`config.mk`:
```
export PLATFORM = sky130hd
export DESIGN_NAME = decaying_tone_generator
export DESIGN_NICKNAME = d
export VERILOG_FILES = /design/src/hw/rtl/dtg_pkg.sv /design/src/hw/rtl/dtg_engine.sv /design/src/hw/rtl/decaying_tone_generator.sv
export VERILOG_INCLUDE_DIRS = /design/src /design/src/hw/rtl
export SDC_FILE = /design/constraint.sdc
export NUM_CORES = 1
export LEC_CHECK = 0
export BUFFER_PORTS_ARGS = -buffer_cell sky130_fd_sc_hd__clkbuf_2
export CORE_ASPECT_RATIO = 1.2
export CORE_MARGIN = 5
export CORE_UTILIZATION = 30
export DETAILED_ROUTE_END_ITERATION = 10
export SLEW_MARGIN = 20
export SYNTH_ARGS = -nofsm -noshare
export SYNTH_HDL_FRONTEND = slang
export SYNTH_SLANG_ARGS = --single-unit
```
`constraint.sdc`:
```
create_clock -name clock -period 5.7 [get_ports clock]
set_clock_uncertainty 0.1 [all_clocks]
set_input_delay 0.285 -clock clock [delete_from_list [all_inputs] [get_ports clock]]
set_output_delay 0.285 -clock clock [all_outputs]
set_load 0.01 [all_outputs]
```
`src/hw/rtl/decaying_tone_generator_defines.svh`:
```
// ----------------------------------------------------------------------------
// Decaying tone generator assertion macros
// Concurrent assertion helpers; they compile to nothing under SYNTHESIS.
// ----------------------------------------------------------------------------
`ifndef DECAYING_TONE_GENERATOR_DEFINES_SVH
`define DECAYING_TONE_GENERATOR_DEFINES_SVH

`ifndef SYNTHESIS

// Same-cycle implication
`define DTG_ASSERT_IMPLY(label, clk, rst, ante, cons) \
   label: assert property (@(posedge clk) disable iff (rst) (ante) |-> (cons)) \
      else $error("same-cycle check failed");

// Next-cycle implication
`define DTG_ASSERT_NEXT(label, clk, rst, ante, cons) \
   label: assert property (@(posedge clk) disable iff (rst) (ante) |=> (cons)) \
      else $error("next-cycle check failed");

`else

`define DTG_ASSERT_IMPLY(label, clk, rst, ante, cons)
`define DTG_ASSERT_NEXT(label, clk, rst, ante, cons)

`endif

`endif

```
`src/hw/rtl/dtg_pkg.sv`:
```
// ----------------------------------------------------------------------------
// Decaying tone generator package
// Shared types, codes and note/length tables.
// ----------------------------------------------------------------------------
`timescale 1ns / 1ps

package dtg_pkg;

   // Defaults and limits
   localparam int DEFAULT_NOTE_COUNT = 13;
   localparam int TABLE_NOTES        = 13;
   localparam int NOTE_W             = 4;
   localparam int LENGTH_W           = 5;
   localparam int OPCODE_W           = 2;
   localparam int CSR_INDEX_W        = 2;
   localparam int CSR_DATA_W         = 16;

   // Opcodes
   localparam logic [OPCODE_W-1:0] OP_TICK = 2'd0;
   localparam logic [OPCODE_W-1:0] OP_NOTE = 2'd1;
   localparam logic [OPCODE_W-1:0] OP_REST = 2'd2;

   // Register indexes
   localparam logic [CSR_INDEX_W-1:0] REG_DECAY_INTERVAL = 2'd0;
   localparam logic [CSR_INDEX_W-1:0] REG_SLOW_DECAY     = 2'd1;
   localparam logic [CSR_INDEX_W-1:0] REG_MEDIUM_DECAY   = 2'd2;
   localparam logic [CSR_INDEX_W-1:0] REG_FAST_DECAY     = 2'd3;

   // Register reset values
   localparam logic [15:0] RESET_DECAY_INTERVAL = 16'd50000;
   localparam logic [7:0]  RESET_SLOW_DECAY     = 8'd5;
   localparam logic [7:0]  RESET_MEDIUM_DECAY   = 8'd7;
   localparam logic [7:0]  RESET_FAST_DECAY     = 8'd10;

   localparam logic [7:0] FULL_VOLUME = 8'd255;

   typedef struct packed {
      logic [15:0] decay_interval;
      logic [7:0]  slow_decay;
      logic [7:0]  medium_decay;
      logic [7:0]  fast_decay;
   } cfg_type;

   typedef struct packed {
      logic [7:0] pwm_level;
      logic [2:0] led_pattern;
      logic       busy_res;
      logic       rejected;
   } result_type;

   // Half period in ticks per note
   function automatic logic [10:0] half_ticks(input logic [NOTE_W-1:0] idx);
      logic [10:0] v;
      case (idx)
         4'd1:    v = 11'd1132;
         4'd2:    v = 11'd1012;
         4'd3:    v = 11'd950;
         4'd4:    v = 11'd851;
         4'd5:    v = 11'd758;
         4'd6:    v = 11'd715;
         4'd7:    v = 11'd633;
         4'd8:    v = 11'd568;
         4'd9:    v = 11'd506;
         4'd10:   v = 11'd473;
         4'd11:   v = 11'd422;
         4'd12:   v = 11'd379;
         default: v = 11'd1270;
      endcase
      return v;
   endfunction

   // Periods in a whole note per note
   function automatic logic [11:0] whole_periods(input logic [NOTE_W-1:0] idx);
      logic [11:0] v;
      case (idx)
         4'd1:    v = 12'd880;
         4'd2:    v = 12'd976;
         4'd3:    v = 12'd1040;
         4'd4:    v = 12'd1168;
         4'd5:    v = 12'd1312;
         4'd6:    v = 12'd1392;
         4'd7:    v = 12'd1568;
         4'd8:    v = 12'd1760;
         4'd9:    v = 12'd1968;
         4'd10:   v = 12'd2080;
         4'd11:   v = 12'd2336;
         4'd12:   v = 12'd2624;
         default: v = 12'd784;
      endcase
      return v;
   endfunction

   // LED bits per note
   function automatic logic [2:0] led_bits(input logic [NOTE_W-1:0] idx);
      logic [2:0] v;
      case (idx)
         4'd1, 4'd8:  v = 3'd5;
         4'd2, 4'd9:  v = 3'd7;
         4'd3, 4'd10: v = 3'd1;
         4'd4, 4'd11: v = 3'd2;
         4'd5, 4'd12: v = 3'd4;
         4'd6:        v = 3'd3;
         default:     v = 3'd6;
      endcase
      return v;
   endfunction

   // Sixteenths of a whole note per length code; 0 marks an invalid code
   function automatic logic [4:0] length_mult(input logic [LENGTH_W-1:0] code);
      logic [4:0] v;
      case (code)
         5'd1:    v = 5'd16;
         5'd2:    v = 5'd8;
         5'd3:    v = 5'd6;
         5'd4:    v = 5'd4;
         5'd6:    v = 5'd3;
         5'd8:    v = 5'd2;
         5'd16:   v = 5'd1;
         default: v = 5'd0;
      endcase
      return v;
   endfunction

   // Rest length in ticks per length code (125000 ticks per sixteenth)
   function automatic logic [20:0] rest_ticks(input logic [LENGTH_W-1:0] code);
      logic [20:0] v;
      case (code)
         5'd1:    v = 21'd2000000;
         5'd2:    v = 21'd1000000;
         5'd3:    v = 21'd750000;
         5'd4:    v = 21'd500000;
         5'd6:    v = 21'd375000;
         5'd8:    v = 21'd250000;
         5'd16:   v = 21'd125000;
         default: v = 21'd0;
      endcase
      return v;
   endfunction

endpackage

```
`src/hw/rtl/dtg_engine.sv`:
```
// ----------------------------------------------------------------------------
// Decaying tone generator play engine
// Holds the playback state, applies one item per advance and presents the
// result that follows from the updated state.
// ----------------------------------------------------------------------------
`timescale 1ns / 1ps

module dtg_engine #(
   parameter int NOTE_COUNT = dtg_pkg::DEFAULT_NOTE_COUNT
) (
   input  logic                          clock,
   input  logic                          reset,
   input  logic                          advance,
   input  logic [dtg_pkg::OPCODE_W-1:0]  opcode,
   input  logic [dtg_pkg::NOTE_W-1:0]    note_index,
   input  logic [dtg_pkg::LENGTH_W-1:0]  note_length,
   input  dtg_pkg::cfg_type              cfg,
   output dtg_pkg::result_type           result
);

   typedef enum logic [1:0] {
      MODE_IDLE,
      MODE_NOTE,
      MODE_REST
   } mode_type;

   localparam logic [4:0] NoteLimit  = 5'(NOTE_COUNT);
   localparam logic [4:0] TableLimit = 5'(dtg_pkg::TABLE_NOTES);

   mode_type    mode_ff, mode_in;
   logic [7:0]  volume_ff, volume_in;
   logic [7:0]  step_ff, step_in;
   logic [10:0] half_count_ff, half_count_in;
   logic [11:0] periods_ff, periods_in;
   logic        phase_ff, phase_in;
   logic [15:0] decay_count_ff, decay_count_in;
   logic [20:0] rest_left_ff, rest_left_in;
   logic [3:0]  note_ff, note_in;

   logic [3:0]  table_idx;
   logic [3:0]  out_idx;
   logic [15:0] interval;
   logic [15:0] decay_inc;
   logic [10:0] half_inc;
   logic [11:0] periods_dec;
   logic [20:0] rest_dec;
   logic [4:0]  mult;
   logic [16:0] period_product;
   logic        note_ok;
   logic        rejected;

   // Table index of the playing note, out-of-range notes fall back to entry 0
   assign table_idx = ({1'b0, note_ff} < TableLimit) ? note_ff : 4'd0;
   assign out_idx   = ({1'b0, note_in} < TableLimit) ? note_in : 4'd0;

   assign interval    = (cfg.decay_interval == 16'd0) ? 16'd1 : cfg.decay_interval;
   assign decay_inc   = decay_count_ff + 16'd1;
   assign half_inc    = half_count_ff + 11'd1;
   assign periods_dec = (periods_ff != 12'd0) ? periods_ff - 12'd1 : periods_ff;
   assign rest_dec    = (rest_left_ff != 21'd0) ? rest_left_ff - 21'd1 : rest_left_ff;

   // Note length in periods: whole-note periods times sixteenths, over 16
   assign mult           = dtg_pkg::length_mult(note_length);
   assign period_product = {5'd0, dtg_pkg::whole_periods(note_index)} * {12'd0, mult};
   assign note_ok        = (mult != 5'd0) && ({1'b0, note_index} < NoteLimit)
                           && ({1'b0, note_index} < TableLimit);

   // Next state for one item
   always_comb begin
      mode_in        = mode_ff;
      volume_in      = volume_ff;
      step_in        = step_ff;
      half_count_in  = half_count_ff;
      periods_in     = periods_ff;
      phase_in       = phase_ff;
      decay_count_in = decay_count_ff;
      rest_left_in   = rest_left_ff;
      note_in        = note_ff;
      rejected       = 1'b0;

      unique case (opcode)
         dtg_pkg::OP_TICK: begin
            unique case (mode_ff)
               MODE_NOTE: begin
                  // volume decay timer, wraps to zero like a 16-bit counter
                  if (decay_inc >= interval || decay_inc == 16'd0) begin
                     decay_count_in = 16'd0;
                     volume_in      = (volume_ff > step_ff) ? volume_ff - step_ff : 8'd0;
                  end else begin
                     decay_count_in = decay_inc;
                  end
                  // square wave half periods
                  if (half_inc >= dtg_pkg::half_ticks(table_idx)) begin
                     half_count_in = 11'd0;
                     if (!phase_ff) begin
                        phase_in = 1'b1;
                     end else begin
                        phase_in   = 1'b0;
                        periods_in = periods_dec;
                        if (periods_dec == 12'd0) begin
                           mode_in = MODE_IDLE;
                        end
                     end
                  end else begin
                     half_count_in = half_inc;
                  end
               end
               MODE_REST: begin
                  rest_left_in = rest_dec;
                  if (rest_dec == 21'd0) begin
                     mode_in = MODE_IDLE;
                  end
               end
               default: begin
                  mode_in = MODE_IDLE;
               end
            endcase
         end
         dtg_pkg::OP_NOTE: begin
            if (!note_ok) begin
               rejected = 1'b1;
            end else begin
               note_in   = note_index;
               volume_in = dtg_pkg::FULL_VOLUME;
               if (note_length <= 5'd2) begin
                  step_in = cfg.slow_decay;
               end else if (note_length == 5'd3) begin
                  step_in = cfg.medium_decay;
               end else begin
                  step_in = cfg.fast_decay;
               end
               decay_count_in = 16'd0;
               half_count_in  = 11'd0;
               phase_in       = 1'b0;
               periods_in     = period_product[15:4];
               rest_left_in   = 21'd0;
               mode_in        = MODE_NOTE;
            end
         end
         dtg_pkg::OP_REST: begin
            if (mult == 5'd0) begin
               rejected = 1'b1;
            end else begin
               rest_left_in = dtg_pkg::rest_ticks(note_length);
               mode_in      = MODE_REST;
            end
         end
         default: begin
            // unused opcode: no effect
         end
      endcase
   end

   // Result seen after this item
   always_comb begin
      result.pwm_level   = (mode_in == MODE_NOTE && !phase_in) ? volume_in : 8'd0;
      result.led_pattern = (mode_in == MODE_NOTE) ? dtg_pkg::led_bits(out_idx) : 3'd0;
      result.busy_res    = (mode_in != MODE_IDLE);
      result.rejected    = rejected;
   end

   // Playback state
   always_ff @(posedge clock) begin
      if (reset) begin
         mode_ff        <= MODE_IDLE;
         volume_ff      <= 8'd0;
         step_ff        <= 8'd0;
         half_count_ff  <= 11'd0;
         periods_ff     <= 12'd0;
         phase_ff       <= 1'b0;
         decay_count_ff <= 16'd0;
         rest_left_ff   <= 21'd0;
         note_ff        <= 4'd0;
      end else if (advance) begin
         mode_ff        <= mode_in;
         volume_ff      <= volume_in;
         step_ff        <= step_in;
         half_count_ff  <= half_count_in;
         periods_ff     <= periods_in;
         phase_ff       <= phase_in;
         decay_count_ff <= decay_count_in;
         rest_left_ff   <= rest_left_in;
         note_ff        <= note_in;
      end
   end

endmodule

```
`src/hw/rtl/decaying_tone_generator.sv`:
```
// An accepted item is held in the input register, then moved into the result register,
// from which its result is offered.
// Throughput: one item per cycle while the result register is not stalled by rsp_stall.
// The result register holds while rsp_stall is high, and the input register
// stalls behind it only when both are full.
// Reset (synchronous, active high): idle, silent, registers back to their defaults.
// ----------------------------------------------------------------------------
// Decaying tone generator
// Square-wave note player with a stepwise volume decay, driven by tick items.
// ----------------------------------------------------------------------------
`timescale 1ns / 1ps
`include "decaying_tone_generator_defines.svh"

module decaying_tone_generator #(
   parameter int NOTE_COUNT = dtg_pkg::DEFAULT_NOTE_COUNT
) (
   input  logic                            clock,
   input  logic                            reset,
   // item input
   input  logic                            req_valid,
   output logic                            req_stall,
   input  logic [dtg_pkg::OPCODE_W-1:0]    req_opcode,
   input  logic [dtg_pkg::NOTE_W-1:0]      req_note_index,
   input  logic [dtg_pkg::LENGTH_W-1:0]    req_note_length,
   // result output
   output logic                            rsp_valid,
   input  logic                            rsp_stall,
   output logic [7:0]                      rsp_pwm_level,
   output logic [2:0]                      rsp_led_pattern,
   output logic                            rsp_busy_res,
   output logic                            rsp_rejected,
   // register writes
   input  logic                            csr_write_en,
   input  logic [dtg_pkg::CSR_INDEX_W-1:0] csr_index,
   input  logic [dtg_pkg::CSR_DATA_W-1:0]  csr_wdata
);

   dtg_pkg::cfg_type    cfg_ff;
   dtg_pkg::result_type result_in;
   dtg_pkg::result_type result_ff;

   logic                         in_valid_ff;
   logic [dtg_pkg::OPCODE_W-1:0] opcode_ff;
   logic [dtg_pkg::NOTE_W-1:0]   note_ff;
   logic [dtg_pkg::LENGTH_W-1:0] length_ff;
   logic                         rsp_valid_ff;
   logic                         advance;
   logic                         req_take;

   // Move an item into the result register when that register is free or draining
   assign advance   = in_valid_ff && (!rsp_valid_ff || !rsp_stall);
   assign req_stall = in_valid_ff && !advance;
   assign req_take  = req_valid && !req_stall;

   // Configuration registers
   always_ff @(posedge clock) begin
      if (reset) begin
         cfg_ff.decay_interval <= dtg_pkg::RESET_DECAY_INTERVAL;
         cfg_ff.slow_decay     <= dtg_pkg::RESET_SLOW_DECAY;
         cfg_ff.medium_decay   <= dtg_pkg::RESET_MEDIUM_DECAY;
         cfg_ff.fast_decay     <= dtg_pkg::RESET_FAST_DECAY;
      end else if (csr_write_en) begin
         unique case (csr_index)
            dtg_pkg::REG_DECAY_INTERVAL: cfg_ff.decay_interval <= csr_wdata;
            dtg_pkg::REG_SLOW_DECAY:     cfg_ff.slow_decay     <= csr_wdata[7:0];
            dtg_pkg::REG_MEDIUM_DECAY:   cfg_ff.medium_decay   <= csr_wdata[7:0];
            dtg_pkg::REG_FAST_DECAY:     cfg_ff.fast_decay     <= csr_wdata[7:0];
            default: begin
            end
         endcase
      end
   end

   // Input register
   always_ff @(posedge clock) begin
      if (reset) begin
         in_valid_ff <= 1'b0;
      end else if (req_take) begin
         in_valid_ff <= 1'b1;
      end else if (advance) begin
         in_valid_ff <= 1'b0;
      end
   end

   always_ff @(posedge clock) begin
      if (req_take) begin
         opcode_ff <= req_opcode;
         note_ff   <= req_note_index;
         length_ff <= req_note_length;
      end
   end

   dtg_engine #(
      .NOTE_COUNT (NOTE_COUNT)
   ) u_engine (
      .clock       (clock),
      .reset       (reset),
      .advance     (advance),
      .opcode      (opcode_ff),
      .note_index  (note_ff),
      .note_length (length_ff),
      .cfg         (cfg_ff),
      .result      (result_in)
   );

   // Result register
   always_ff @(posedge clock) begin
      if (reset) begin
         rsp_valid_ff <= 1'b0;
      end else if (advance) begin
         rsp_valid_ff <= 1'b1;
      end else if (!rsp_stall) begin
         rsp_valid_ff <= 1'b0;
      end
   end

   always_ff @(posedge clock) begin
      if (advance) begin
         result_ff <= result_in;
      end
   end

   assign rsp_valid       = rsp_valid_ff;
   assign rsp_pwm_level   = result_ff.pwm_level;
   assign rsp_led_pattern = result_ff.led_pattern;
   assign rsp_busy_res    = result_ff.busy_res;
   assign rsp_rejected    = result_ff.rejected;

   // Checks
   `DTG_ASSERT_IMPLY(a_level_needs_note, clock, reset, rsp_valid && (rsp_pwm_level != 8'd0), rsp_busy_res && (rsp_led_pattern != 3'd0))
   `DTG_ASSERT_IMPLY(a_led_needs_busy, clock, reset, rsp_valid && (rsp_led_pattern != 3'd0), rsp_busy_res)
   `DTG_ASSERT_IMPLY(a_stall_only_when_full, clock, reset, req_stall, in_valid_ff && rsp_valid_ff && rsp_stall)
   `DTG_ASSERT_NEXT(a_advance_fills_result, clock, reset, advance, rsp_valid_ff)

endmodule

```
==> metrics.cfg, run 1 <==
[route]
vias=9968
wl_mm=29.38
route.detailed.wl_per_inst_microns=15.39
viasPerCell=5.222
ant_nets=0
drt_iter0_drc=657
first_pass_iters=6
drc=0

[floorplan]
die_area_sq_um=41130
die_w_microns=186.0
core-area_sq_um=36800
rows=77
start_util_pct=30.29
die_y_microns=221.2
ioPinCount=49

[global_route]
grt_overflow_total=0
antenna_found_initial=0
grt_start_max_net_pins=87
grt.total_usage_pct=14.26
grt_pass1_vias=9577
grt_pass1_wl_mm=48.44

[power]
power.share.sequential_pct=38.8
comb_power_share_pct=17.6
power_uw=3125
clock_power_share_pct=43.6
power_switching_uw=878.6
intPower_uw=2246
pwr_density_cell_nw_per_um2=246.3
p_leak_uw=0.005267
p_sw_share_pct=28.12
irDropWorstVdd_v=0.0001938

[critical_path]
critical_path_class=reg -> reg
critPathArrivalTime_ns=5.40
end_kind=register
required_ns=5.87
critPathMaxFanout=10
setup.worst_path.start_class=register

[synth]
synthCells=1397
yosys.area.top_type=dfxtp_1
ys_ff_latch=157
synth_flop_cell=dfxtp_1
yosysUniqueCellTypes=81
synth_nets=1526
syn_avg_cell_area_sq_um=7.979
synth_top_cell_area_share_pct=23.89
synth.most_common_cell=nor2_1
synth_common_cells=nor2_1 (154), nand2_1 (146), dfxtp_1 (133), a21oi_1 (108)
synth_seq_area_share_pct=30.35
synth_edf_count=24
synth.area.top_cells=dfxtp_1 (24%), ha_1 (8.6%), edfxtp_1 (6.5%)
async_reset_ff_share_pct=0
synthesis.area_sq_um=11150
ys_warn_count=0

[clock_tree]
cts_tree=built
worstSkewPairLatency_ns=0.44
cts_max_path_buffers=2
cts_resized=0
cts.sinks=157
h-tree-depth=4
cts-buffers-inserted=17
path_clk_slew_ns=0.06
cts-root-buf=clkbuf_16

[finish]
layout.nets=1551
drive_above_1_share_pct=9.268
layout.cells.non_filler=1909
antennaDiodeCount=0
fillers=3849
final_util_pct=34.47
syn2layout_area_growth_pct=13.82

[timing]
finalCritPeriodShare_pct=91.84
relSlewSlack_pct=26.88
whs_ns=0.02400
fmax_ghz=0.1910
final-hold-violation-count=0
slew_violations=0
fin_tns_setup_ns=0
layout_min_cycle_time_ns=5.235
tightestPinTransition_ns=1.087
setup_viol=0
rsz0062_at_grt=false

[placement]
gp_congestion=0.8721
io_buffer_count=48
dp_hpwl_mm=21.30
place_inst=1857

[run_status]
status=completed

[min_path]
hold_class=in -> reg

[job]
drv_cap=0

-- metal layers --
layer / track usage (%) / routed length, microns / share of wire (%)
met1: 18.57 / 13610 / 46
met5: 0 / 0 / 0
met4: 5.690 / 958 / 3.3
met3: 2.037 / 754 / 2.6
met2: 23.64 / 14060 / 48
-- logic make-up after synthesis --
family | synth area share [%]
AOI/OAI and AO/OA | 20.20
xor gates and xnor gates | 3.221
adders and majority gates | 11.88
buffers and inverters | 5.949
DFF | 30.35
muxes | 3.457
and+or+nand+nor | 24.94
-- layout by cell type, fill, tap and decap left out, types with 22 or more instances in the layout --
| cell type | count |
|---|---|
| and2_1 | 29 |
| clkbuf_2 | 47 |
| dfxtp_1 | 133 |
| o21ai_0 | 87 |
| nand2_1 | 146 |
| nor4_1 | 23 |
| mux2i_1 | 34 |
| nor2_1 | 154 |
| nor3_1 | 33 |
| nand3_1 | 25 |
| xor2_1 | 22 |
| inv_1 | 87 |
| edfxtp_1 | 24 |
| a211oi_1 | 32 |
| a21oi_1 | 108 |
| ha_1 | 77 |
-- flip-flops by register name, indices dropped and copies added (netlist names), 3 cells and up, named ones only --
name                     count
cfg_ff                      40
u_engine.periods_ff         12
rsp_led_pattern              3
rsp_pwm_level                8
u_engine.half_count_ff      11
u_engine.step_ff             8
u_engine.rest_left_ff       21
u_engine.decay_count_ff     16
u_engine.note_ff             4
length_ff                    5
u_engine.volume_ff           8
note_ff                      4
-- worst max-delay path: stages (launching register included) --
cell and delay [ns]:
edfxtp_1 0.56, or3_1 0.47, nor3b_1 0.39, nand2_1 0.14
fa_1 0.52, fa_1 0.52, fa_1 0.55, inv_1 0.05
ha_1 0.31, nor2b_1 0.15, o21ai_0 0.20, a21oi_1 0.11
o21ai_0 0.26, a21oi_1 0.12, or3_1 0.35, a31oi_1 0.18
a211oi_1 0.09
-- final timing paths --
kind	from	endpoint	slack, ns	cells past startpoint
setup / recovery	length_ff[2]	u_engine.periods_ff[10]	0.47	16
hold / removal	rsp_stall	rsp_valid	0.02	3
setup reg to reg	length_ff[2]	u_engine.periods_ff[10]	0.47	16
hold reg to reg	cfg_ff[15]	cfg_ff[15]	0.36	2
-- power by group through the flow --
stage                     sequential (uW)  combinational (uW)  clock (uW)
after floorplan                      1210                 409           0
after global placement               1240                 529           0
after detailed placement             1240                 533           0
after CTS                            1210                 548        1390
after global routing                 1220                 615        1430
final                                1210                 549        1360
-- cell type report --
class | count | area, sq um | share of cell area, %
Timing Repair Buffer | 84 | 563.0 | 4.438
Inverter | 88 | 330.3 | 2.604
Clock inverter | 14 | 261.5 | 2.061
Tap cell | 474 | 593.1 | 4.675
Clock buffer | 18 | 429.2 | 3.383
Sequential cell | 157 | 3383 | 26.67
Multi-Input combinational cell | 1074 | 7127 | 56.17
-- through the flow --
| stage | setup slack, ns | area, sq um |
|---|---|---|
| 2_1_floorplan | 0.6195 | 11150 |
| 3_3_place_gp | 0.6426 | 11790 |
| 3_5_place_dp | 0.5158 | 11800 |
| 4_1_cts | 0.4870 | 12690 |
| 5_1_grt | 0.08295 | 12690 |
| 6_report | 0.4653 | 12690 |
-- repair_timing --
action                                 in CTS  in global routing
hold buffers                               20                  0
endpoints found under the hold margin      20                  0
buffers inserted                            0                  0
No activity file was read; power rests on OpenSTA's default activity.
==> run 2: changes to the inputs <==
CORE_UTILIZATION = 40   (was 30)
==> metrics.cfg, run 2 (synthesis results as in run 1) <==
[finish]
antennaDiodeCount=0  ; unchanged
largest_register_ffs=40  ; unchanged
postLayoutCellArea_sq_um=12490  ; was 12690 sq um
reg_top3=cfg_ff: 40 flops, u_engine.rest_left_ff: 21 flops, u_engine.decay_count_ff: 16 flops  ; unchanged
layout_common_cells=nor2_1 (154), nand2_1 (146), dfxtp_1 (133), a21oi_1 (108)  ; unchanged
regMostFlops=cfg_ff  ; unchanged
fillers=2744  ; was 3849
layout.cells.non_filler=1816  ; was 1909
syn2layout_area_growth_pct=12.04  ; was 13.82%
drive_above_1_share_pct=9.464  ; was 9.268%
final_util_pct=45.01  ; was 34.47%
layout.nets=1553  ; was 1551
layout_commonest_cell=nor2_1  ; unchanged

[route]
vias=10133  ; was 9968
wl_mm=28.77  ; was 29.38 mm
viasPerCell=5.580  ; was 5.222
ant_nets=0  ; unchanged
drt_iter0_drc=727  ; was 657
first_pass_iters=5  ; was 6
route.detailed.wl_per_inst_microns=15.84  ; was 15.39 microns
drc=0  ; unchanged

[clock_tree]
cts-buffers-inserted=17  ; unchanged
cts_max_path_buffers=2  ; unchanged
h-tree-depth=4  ; unchanged
cts_tree=built  ; unchanged
cts.sinks=157  ; unchanged
path_clk_slew_ns=0.06  ; about the same
worstSkewPairLatency_ns=0.44  ; about the same
cts-root-buf=clkbuf_16  ; unchanged

[placement]
place_area_sq_um=11690  ; was 11800 sq um
dp_hpwl_mm=20.91  ; was 21.30 mm
gp_congestion=0.8846  ; was 0.8721
place_inst=1764  ; was 1857
io_buffer_count=48  ; unchanged

[timing]
fin_tns_setup_ns=0  ; unchanged
tightestPinTransition_ns=1.052  ; was 1.087 ns
final-hold-violation-count=0  ; unchanged
rsz0062_at_grt=false  ; unchanged
finalCritPeriodShare_pct=89.46  ; was 91.84%
fmax_ghz=0.1961  ; was 0.1910 GHz
slew_violations=0  ; unchanged
layout_min_cycle_time_ns=5.099  ; was 5.235 ns
relSlewSlack_pct=29.23  ; was 26.88%
setup_viol=0  ; unchanged

[global_route]
grt_overflow_total=0  ; unchanged
grt_pass1_wl_mm=47.55  ; was 48.44 mm
grt_start_max_net_pins=79  ; was 87
grt_pass1_vias=9616  ; was 9577
grt.total_usage_pct=18.51  ; was 14.26%
antenna_found_initial=0  ; unchanged

[critical_path]
critPathMaxFanout=12  ; was 10
end_kind=register  ; unchanged
required_ns=5.88  ; was 5.87 ns
worstRegToRegCells=17  ; was 16
critical_path_class=reg -> reg  ; unchanged
setup.worst_path.start_class=register  ; unchanged
critPathArrivalTime_ns=5.28  ; was 5.40 ns

[run_status]
status=completed  ; unchanged

[power]
irDropWorstVdd_v=0.0001946  ; was 0.0001938 V
p_leak_uw=0.005234  ; was 0.005267 uW
pwr_density_cell_nw_per_um2=235.3  ; was 246.3 nW/um^2
power_uw=2939  ; was 3125 uW

[floorplan]
rows=67  ; was 77
core-area_sq_um=27750  ; was 36800 sq um
die_w_microns=162.4  ; was 186.0 microns
die_area_sq_um=31320  ; was 41130 sq um
die_y_microns=192.9  ; was 221.2 microns
ioPinCount=49  ; unchanged
start_util_pct=40.17  ; was 30.29%

[min_path]
min_path_cells=3  ; unchanged
hold_class=in -> reg  ; unchanged

[job]
drv_cap=0  ; unchanged

-- run 2: cell count changes in the layout (fill, tap and decap cells not counted) --
cell,change
bufinv_16,-5
buf_4,+2
clkinv_4,+3
clkbuf_8,+1
inv_6,+1
inv_8,+1
clkbuf_1,-1
-- run 2: repair_timing --
| item | 4_1_cts | 5_1_grt |
|---|---|---|
| hold buffers | 20 | 0 |
| resized for setup | 0 | 0 |
| endpoints found under the hold margin | 20 | 0 |
| buffers inserted | 0 | 0 |
-- run 2: power breakdown --
group	leakage [uW]	internal [uW]	switching [uW]	total (uW)
clock network	0.000297	667	509	1180
registers	0.00132	1160	48.8	1210
logic	0.00362	212	338	550
total	0.00523	2040	896	2940
-- run 2: path summary, 6_finish.rpt --
path | start | end | slack, ns
hold reg to reg | cfg_ff[13] | cfg_ff[13] | 0.35
hold / removal | rsp_stall | rsp_valid | 0.02
setup reg to reg | length_ff[4] | u_engine.periods_ff[10] | 0.60
setup / recovery | length_ff[4] | u_engine.periods_ff[10] | 0.60
-- run 2: metal layers --
metal / track usage (%) / vias up / routed length [microns] / share of wire (%)
li1: - / 5040 / - / -
met1: 24.06 / 4764 / 12960 / 45
met2: 31.41 / 279 / 13780 / 48
met3: 2.713 / 50 / 1253 / 4.4
met4: 6.443 / 0 / 782 / 2.7
met5: 0 / - / 0 / 0
-- run 2: stage by stage --
| step | setup WS (ns) | hold WS, ns |
|---|---|---|
| 6_report | 0.6008 | 0.02445 |
| 5_1_grt | 0.2449 | 0.03594 |
| 4_1_cts | 0.6016 | 0.01318 |
| 3_5_place_dp | 0.6357 | 0.3473 |
| 3_3_place_gp | 0.7272 | 0.3420 |
| 2_1_floorplan | 0.6195 | 0.2839 |
-- run 2: layout make-up --
| class | count | area [sq um] | area share, % |
|---|---|---|---|
| sequential | 157 | 3383 | 27.09 |
| timing repair buffer | 86 | 578.1 | 4.628 |
| multi-input combinational | 1074 | 7127 | 57.06 |
| inverter | 88 | 330.3 | 2.645 |
| clock buffer | 18 | 439.2 | 3.516 |
| tap | 379 | 474.2 | 3.797 |
| clock inverter | 14 | 157.7 | 1.262 |
-- run 2: worst max-delay path, stage by stage, from the launching register on --
cell and delay, ns:
edfxtp_1 0.58, or3_1 0.44, nor3b_1 0.20, buf_4 0.20
nand2_1 0.10, fa_1 0.52, fa_1 0.53, fa_1 0.55
inv_1 0.04, ha_1 0.31, nor2b_1 0.15, o21ai_0 0.18
a21oi_1 0.10, o21ai_0 0.23, a21oi_1 0.12, or3_1 0.35
a31oi_1 0.17, a211oi_1 0.09
==> run 3: changes to the inputs <==
CELL_PAD_IN_SITES_DETAIL_PLACEMENT = 0   (was default)
CELL_PAD_IN_SITES_GLOBAL_PLACEMENT = 1   (was default)
PLACE_DENSITY_LB_ADDON = 0.1   (was default)
==> metrics.cfg, run 3 (synthesis results as in run 1) <==
[run_status]
status=completed  ; unchanged

[timing]
relSlewSlack_pct=27.82  ; was 29.23%
slew_violations=0  ; unchanged
setup_viol=0  ; unchanged
fin_tns_setup_ns=0  ; unchanged
tightestPinTransition_ns=1.073  ; was 1.052 ns
layout_min_cycle_time_ns=5.143  ; was 5.099 ns
finalCritPeriodShare_pct=90.22  ; was 89.46%
fmax_ghz=0.1944  ; was 0.1961 GHz
rsz0062_at_grt=false  ; unchanged
final-hold-violation-count=0  ; unchanged

[floorplan]
start_util_pct=40.17  ; unchanged
core-area_sq_um=27750  ; unchanged
ioPinCount=49  ; unchanged
die_y_microns=192.9  ; unchanged
die_area_sq_um=31320  ; unchanged
die_w_microns=162.4  ; unchanged
rows=67  ; unchanged

[job]
drv_cap=0  ; unchanged

[clock_tree]
path_clk_slew_ns=0.07  ; was 0.06 ns
cts_max_path_buffers=2  ; unchanged
cts_resized=0  ; unchanged
hold_buffers=20  ; unchanged
cts.sinks=157  ; unchanged
cts-root-buf=clkbuf_16  ; unchanged
cts-buffers-inserted=17  ; unchanged
postCtsSetupBuffers=0  ; unchanged
h-tree-depth=4  ; unchanged
worstSkewPairLatency_ns=0.44  ; about the same
cts_tree=built  ; unchanged

[finish]
fillers=2783  ; was 2744
layout_common_cells=nor2_1 (154), nand2_1 (146), dfxtp_1 (133), a21oi_1 (108)  ; unchanged
syn2layout_area_growth_pct=12.07  ; was 12.04%
layout.nets=1555  ; was 1553
regMostFlops=cfg_ff  ; unchanged
antennaDiodeCount=0  ; unchanged
drive_above_1_share_pct=9.659  ; was 9.464%
reg_top3=cfg_ff: 40 flops, u_engine.rest_left_ff: 21 flops, u_engine.decay_count_ff: 16 flops  ; unchanged
layout_commonest_cell=nor2_1  ; unchanged
final_util_pct=45.02  ; was 45.01%
largest_register_ffs=40  ; unchanged

[power]
power.share.sequential_pct=41.9  ; was 41.3%
comb_power_share_pct=19.1  ; was 18.7%
p_sw_share_pct=31.06  ; was 30.47%
power_switching_uw=900.3  ; was 895.8 uW
pwr_density_cell_nw_per_um2=232.0  ; was 235.3 nW/um^2
p_leak_uw=0.005243  ; was 0.005234 uW
clock_power_share_pct=39.0  ; was 40.0%
intPower_uw=1998  ; was 2044 uW
power_uw=2898  ; was 2939 uW
irDropWorstVdd_v=0.0001399  ; was 0.0001946 V

[route]
drc=0  ; unchanged
viasPerCell=5.439  ; was 5.580
wl_mm=30.16  ; was 28.77 mm
first_pass_iters=5  ; unchanged
drt_iter0_drc=625  ; was 727
routed.top_layer=met4  ; unchanged
vias=9889  ; was 10133
ant_nets=0  ; unchanged
dr_wl_met3_microns=800  ; was 1.253 mm
route.detailed.wl_per_inst_microns=16.59  ; was 15.84 microns
met1_length_mm=14.63  ; was 12.96 mm
met2_length_mm=14.18  ; was 13.78 mm

[global_route]
grt_start_max_net_pins=97  ; was 79
grt_pass1_vias=9425  ; was 9616
grt_overflow_total=0  ; unchanged
grt.total_usage_pct=19.53  ; was 18.51%
antenna_found_initial=0  ; unchanged
grt_pass1_wl_mm=49.57  ; was 47.55 mm

[placement]
gp_congestion=0.8380  ; was 0.8846
io_buffer_count=48  ; unchanged
dp_hpwl_mm=22.08  ; was 20.91 mm

[critical_path]
crit_top_cell=fa_1  ; unchanged
critical_path_buf_inv_count=2  ; unchanged
cp_top_family=adder cells  ; unchanged
critical_path_class=reg -> reg  ; unchanged
end_kind=register  ; unchanged
crit_chain=or3_1, nor3b_1, buf_4, nand2_1, fa_1, fa_1, fa_1, inv_1, ha_1, nor2b_1, o21ai_0, a21oi_1, o21ai_0, a21oi_1, or3_1, a31oi_1, a211oi_1  ; unchanged
critical_path.slowest_cell=edfxtp_1  ; unchanged
required_ns=5.87  ; was 5.88 ns
critPathArrivalTime_ns=5.32  ; was 5.28 ns
critPathMaxFanout=12  ; unchanged
cp_slowest_stage_delay_ns=0.56  ; was 0.58 ns
setup.worst_path.start_class=register  ; unchanged

[min_path]
hold_class=in -> reg  ; unchanged

## run 3: area by class of cell
cell class / count / area [sq um] / share of cell area, %
multi-input combinational: 1074 / 7121 / 57.00
timing repair buffer: 88 / 605.6 / 4.848
tap: 379 / 474.2 / 3.796
inverter: 88 / 330.3 / 2.644
clock inverter: 12 / 100.1 / 0.8013
clock buffer: 20 / 478.0 / 3.826
sequential: 157 / 3383 / 27.08
## run 3: routing by layer
layer	up-vias	track usage, %
li1	5057	-
met1	4667	26.22
met2	136	32.55
met3	29	2.841
met4	0	5.988
met5	-	0
## run 3: power by group through the flow
stage / Sequential (uW) / Combinational [uW] / Clock (uW)
after global placement: 1240 / 540 / 0
after floorplan: 1210 / 409 / 0
final: 1210 / 554 / 1130
after CTS: 1210 / 552 / 1170
after global routing: 1220 / 621 / 1220
after detailed placement: 1240 / 538 / 0
## run 3: worst paths after layout
kind                        endpoint          from  cells past startpoint  slack (ns)
min reg2reg               cfg_ff[11]    cfg_ff[11]                      2        0.36
max reg2reg  u_engine.periods_ff[10]  length_ff[4]                     17        0.56
max          u_engine.periods_ff[10]  length_ff[4]                     17        0.56
min                       cfg_ff[25]  csr_wdata[1]                      3        0.04
## run 3: through the flow
stage	instance area [sq um]	cells	setup WS (ns)	hold WS, ns
4_1_cts	12470	1817	0.5533	0.008582
6_report	12490	1818	0.5573	0.03529
3_3_place_gp	11690	1765	0.6328	0.3418
5_1_grt	12490	1818	0.1627	0.03556
2_1_floorplan	11150	1397	0.6195	0.2839
3_5_place_dp	11690	1765	0.5867	0.3509
## run 3: worst reg2reg max path: cells and delay by family, from the launching register on
family / cells / cell delay, ns
adders and majority gates: 4 / 1.88
and+or+nand+nor: 5 / 1.22
AOI/OAI and AO/OA: 6 / 0.99
DFF: 1 / 0.56
buffers and inverters: 2 / 0.23
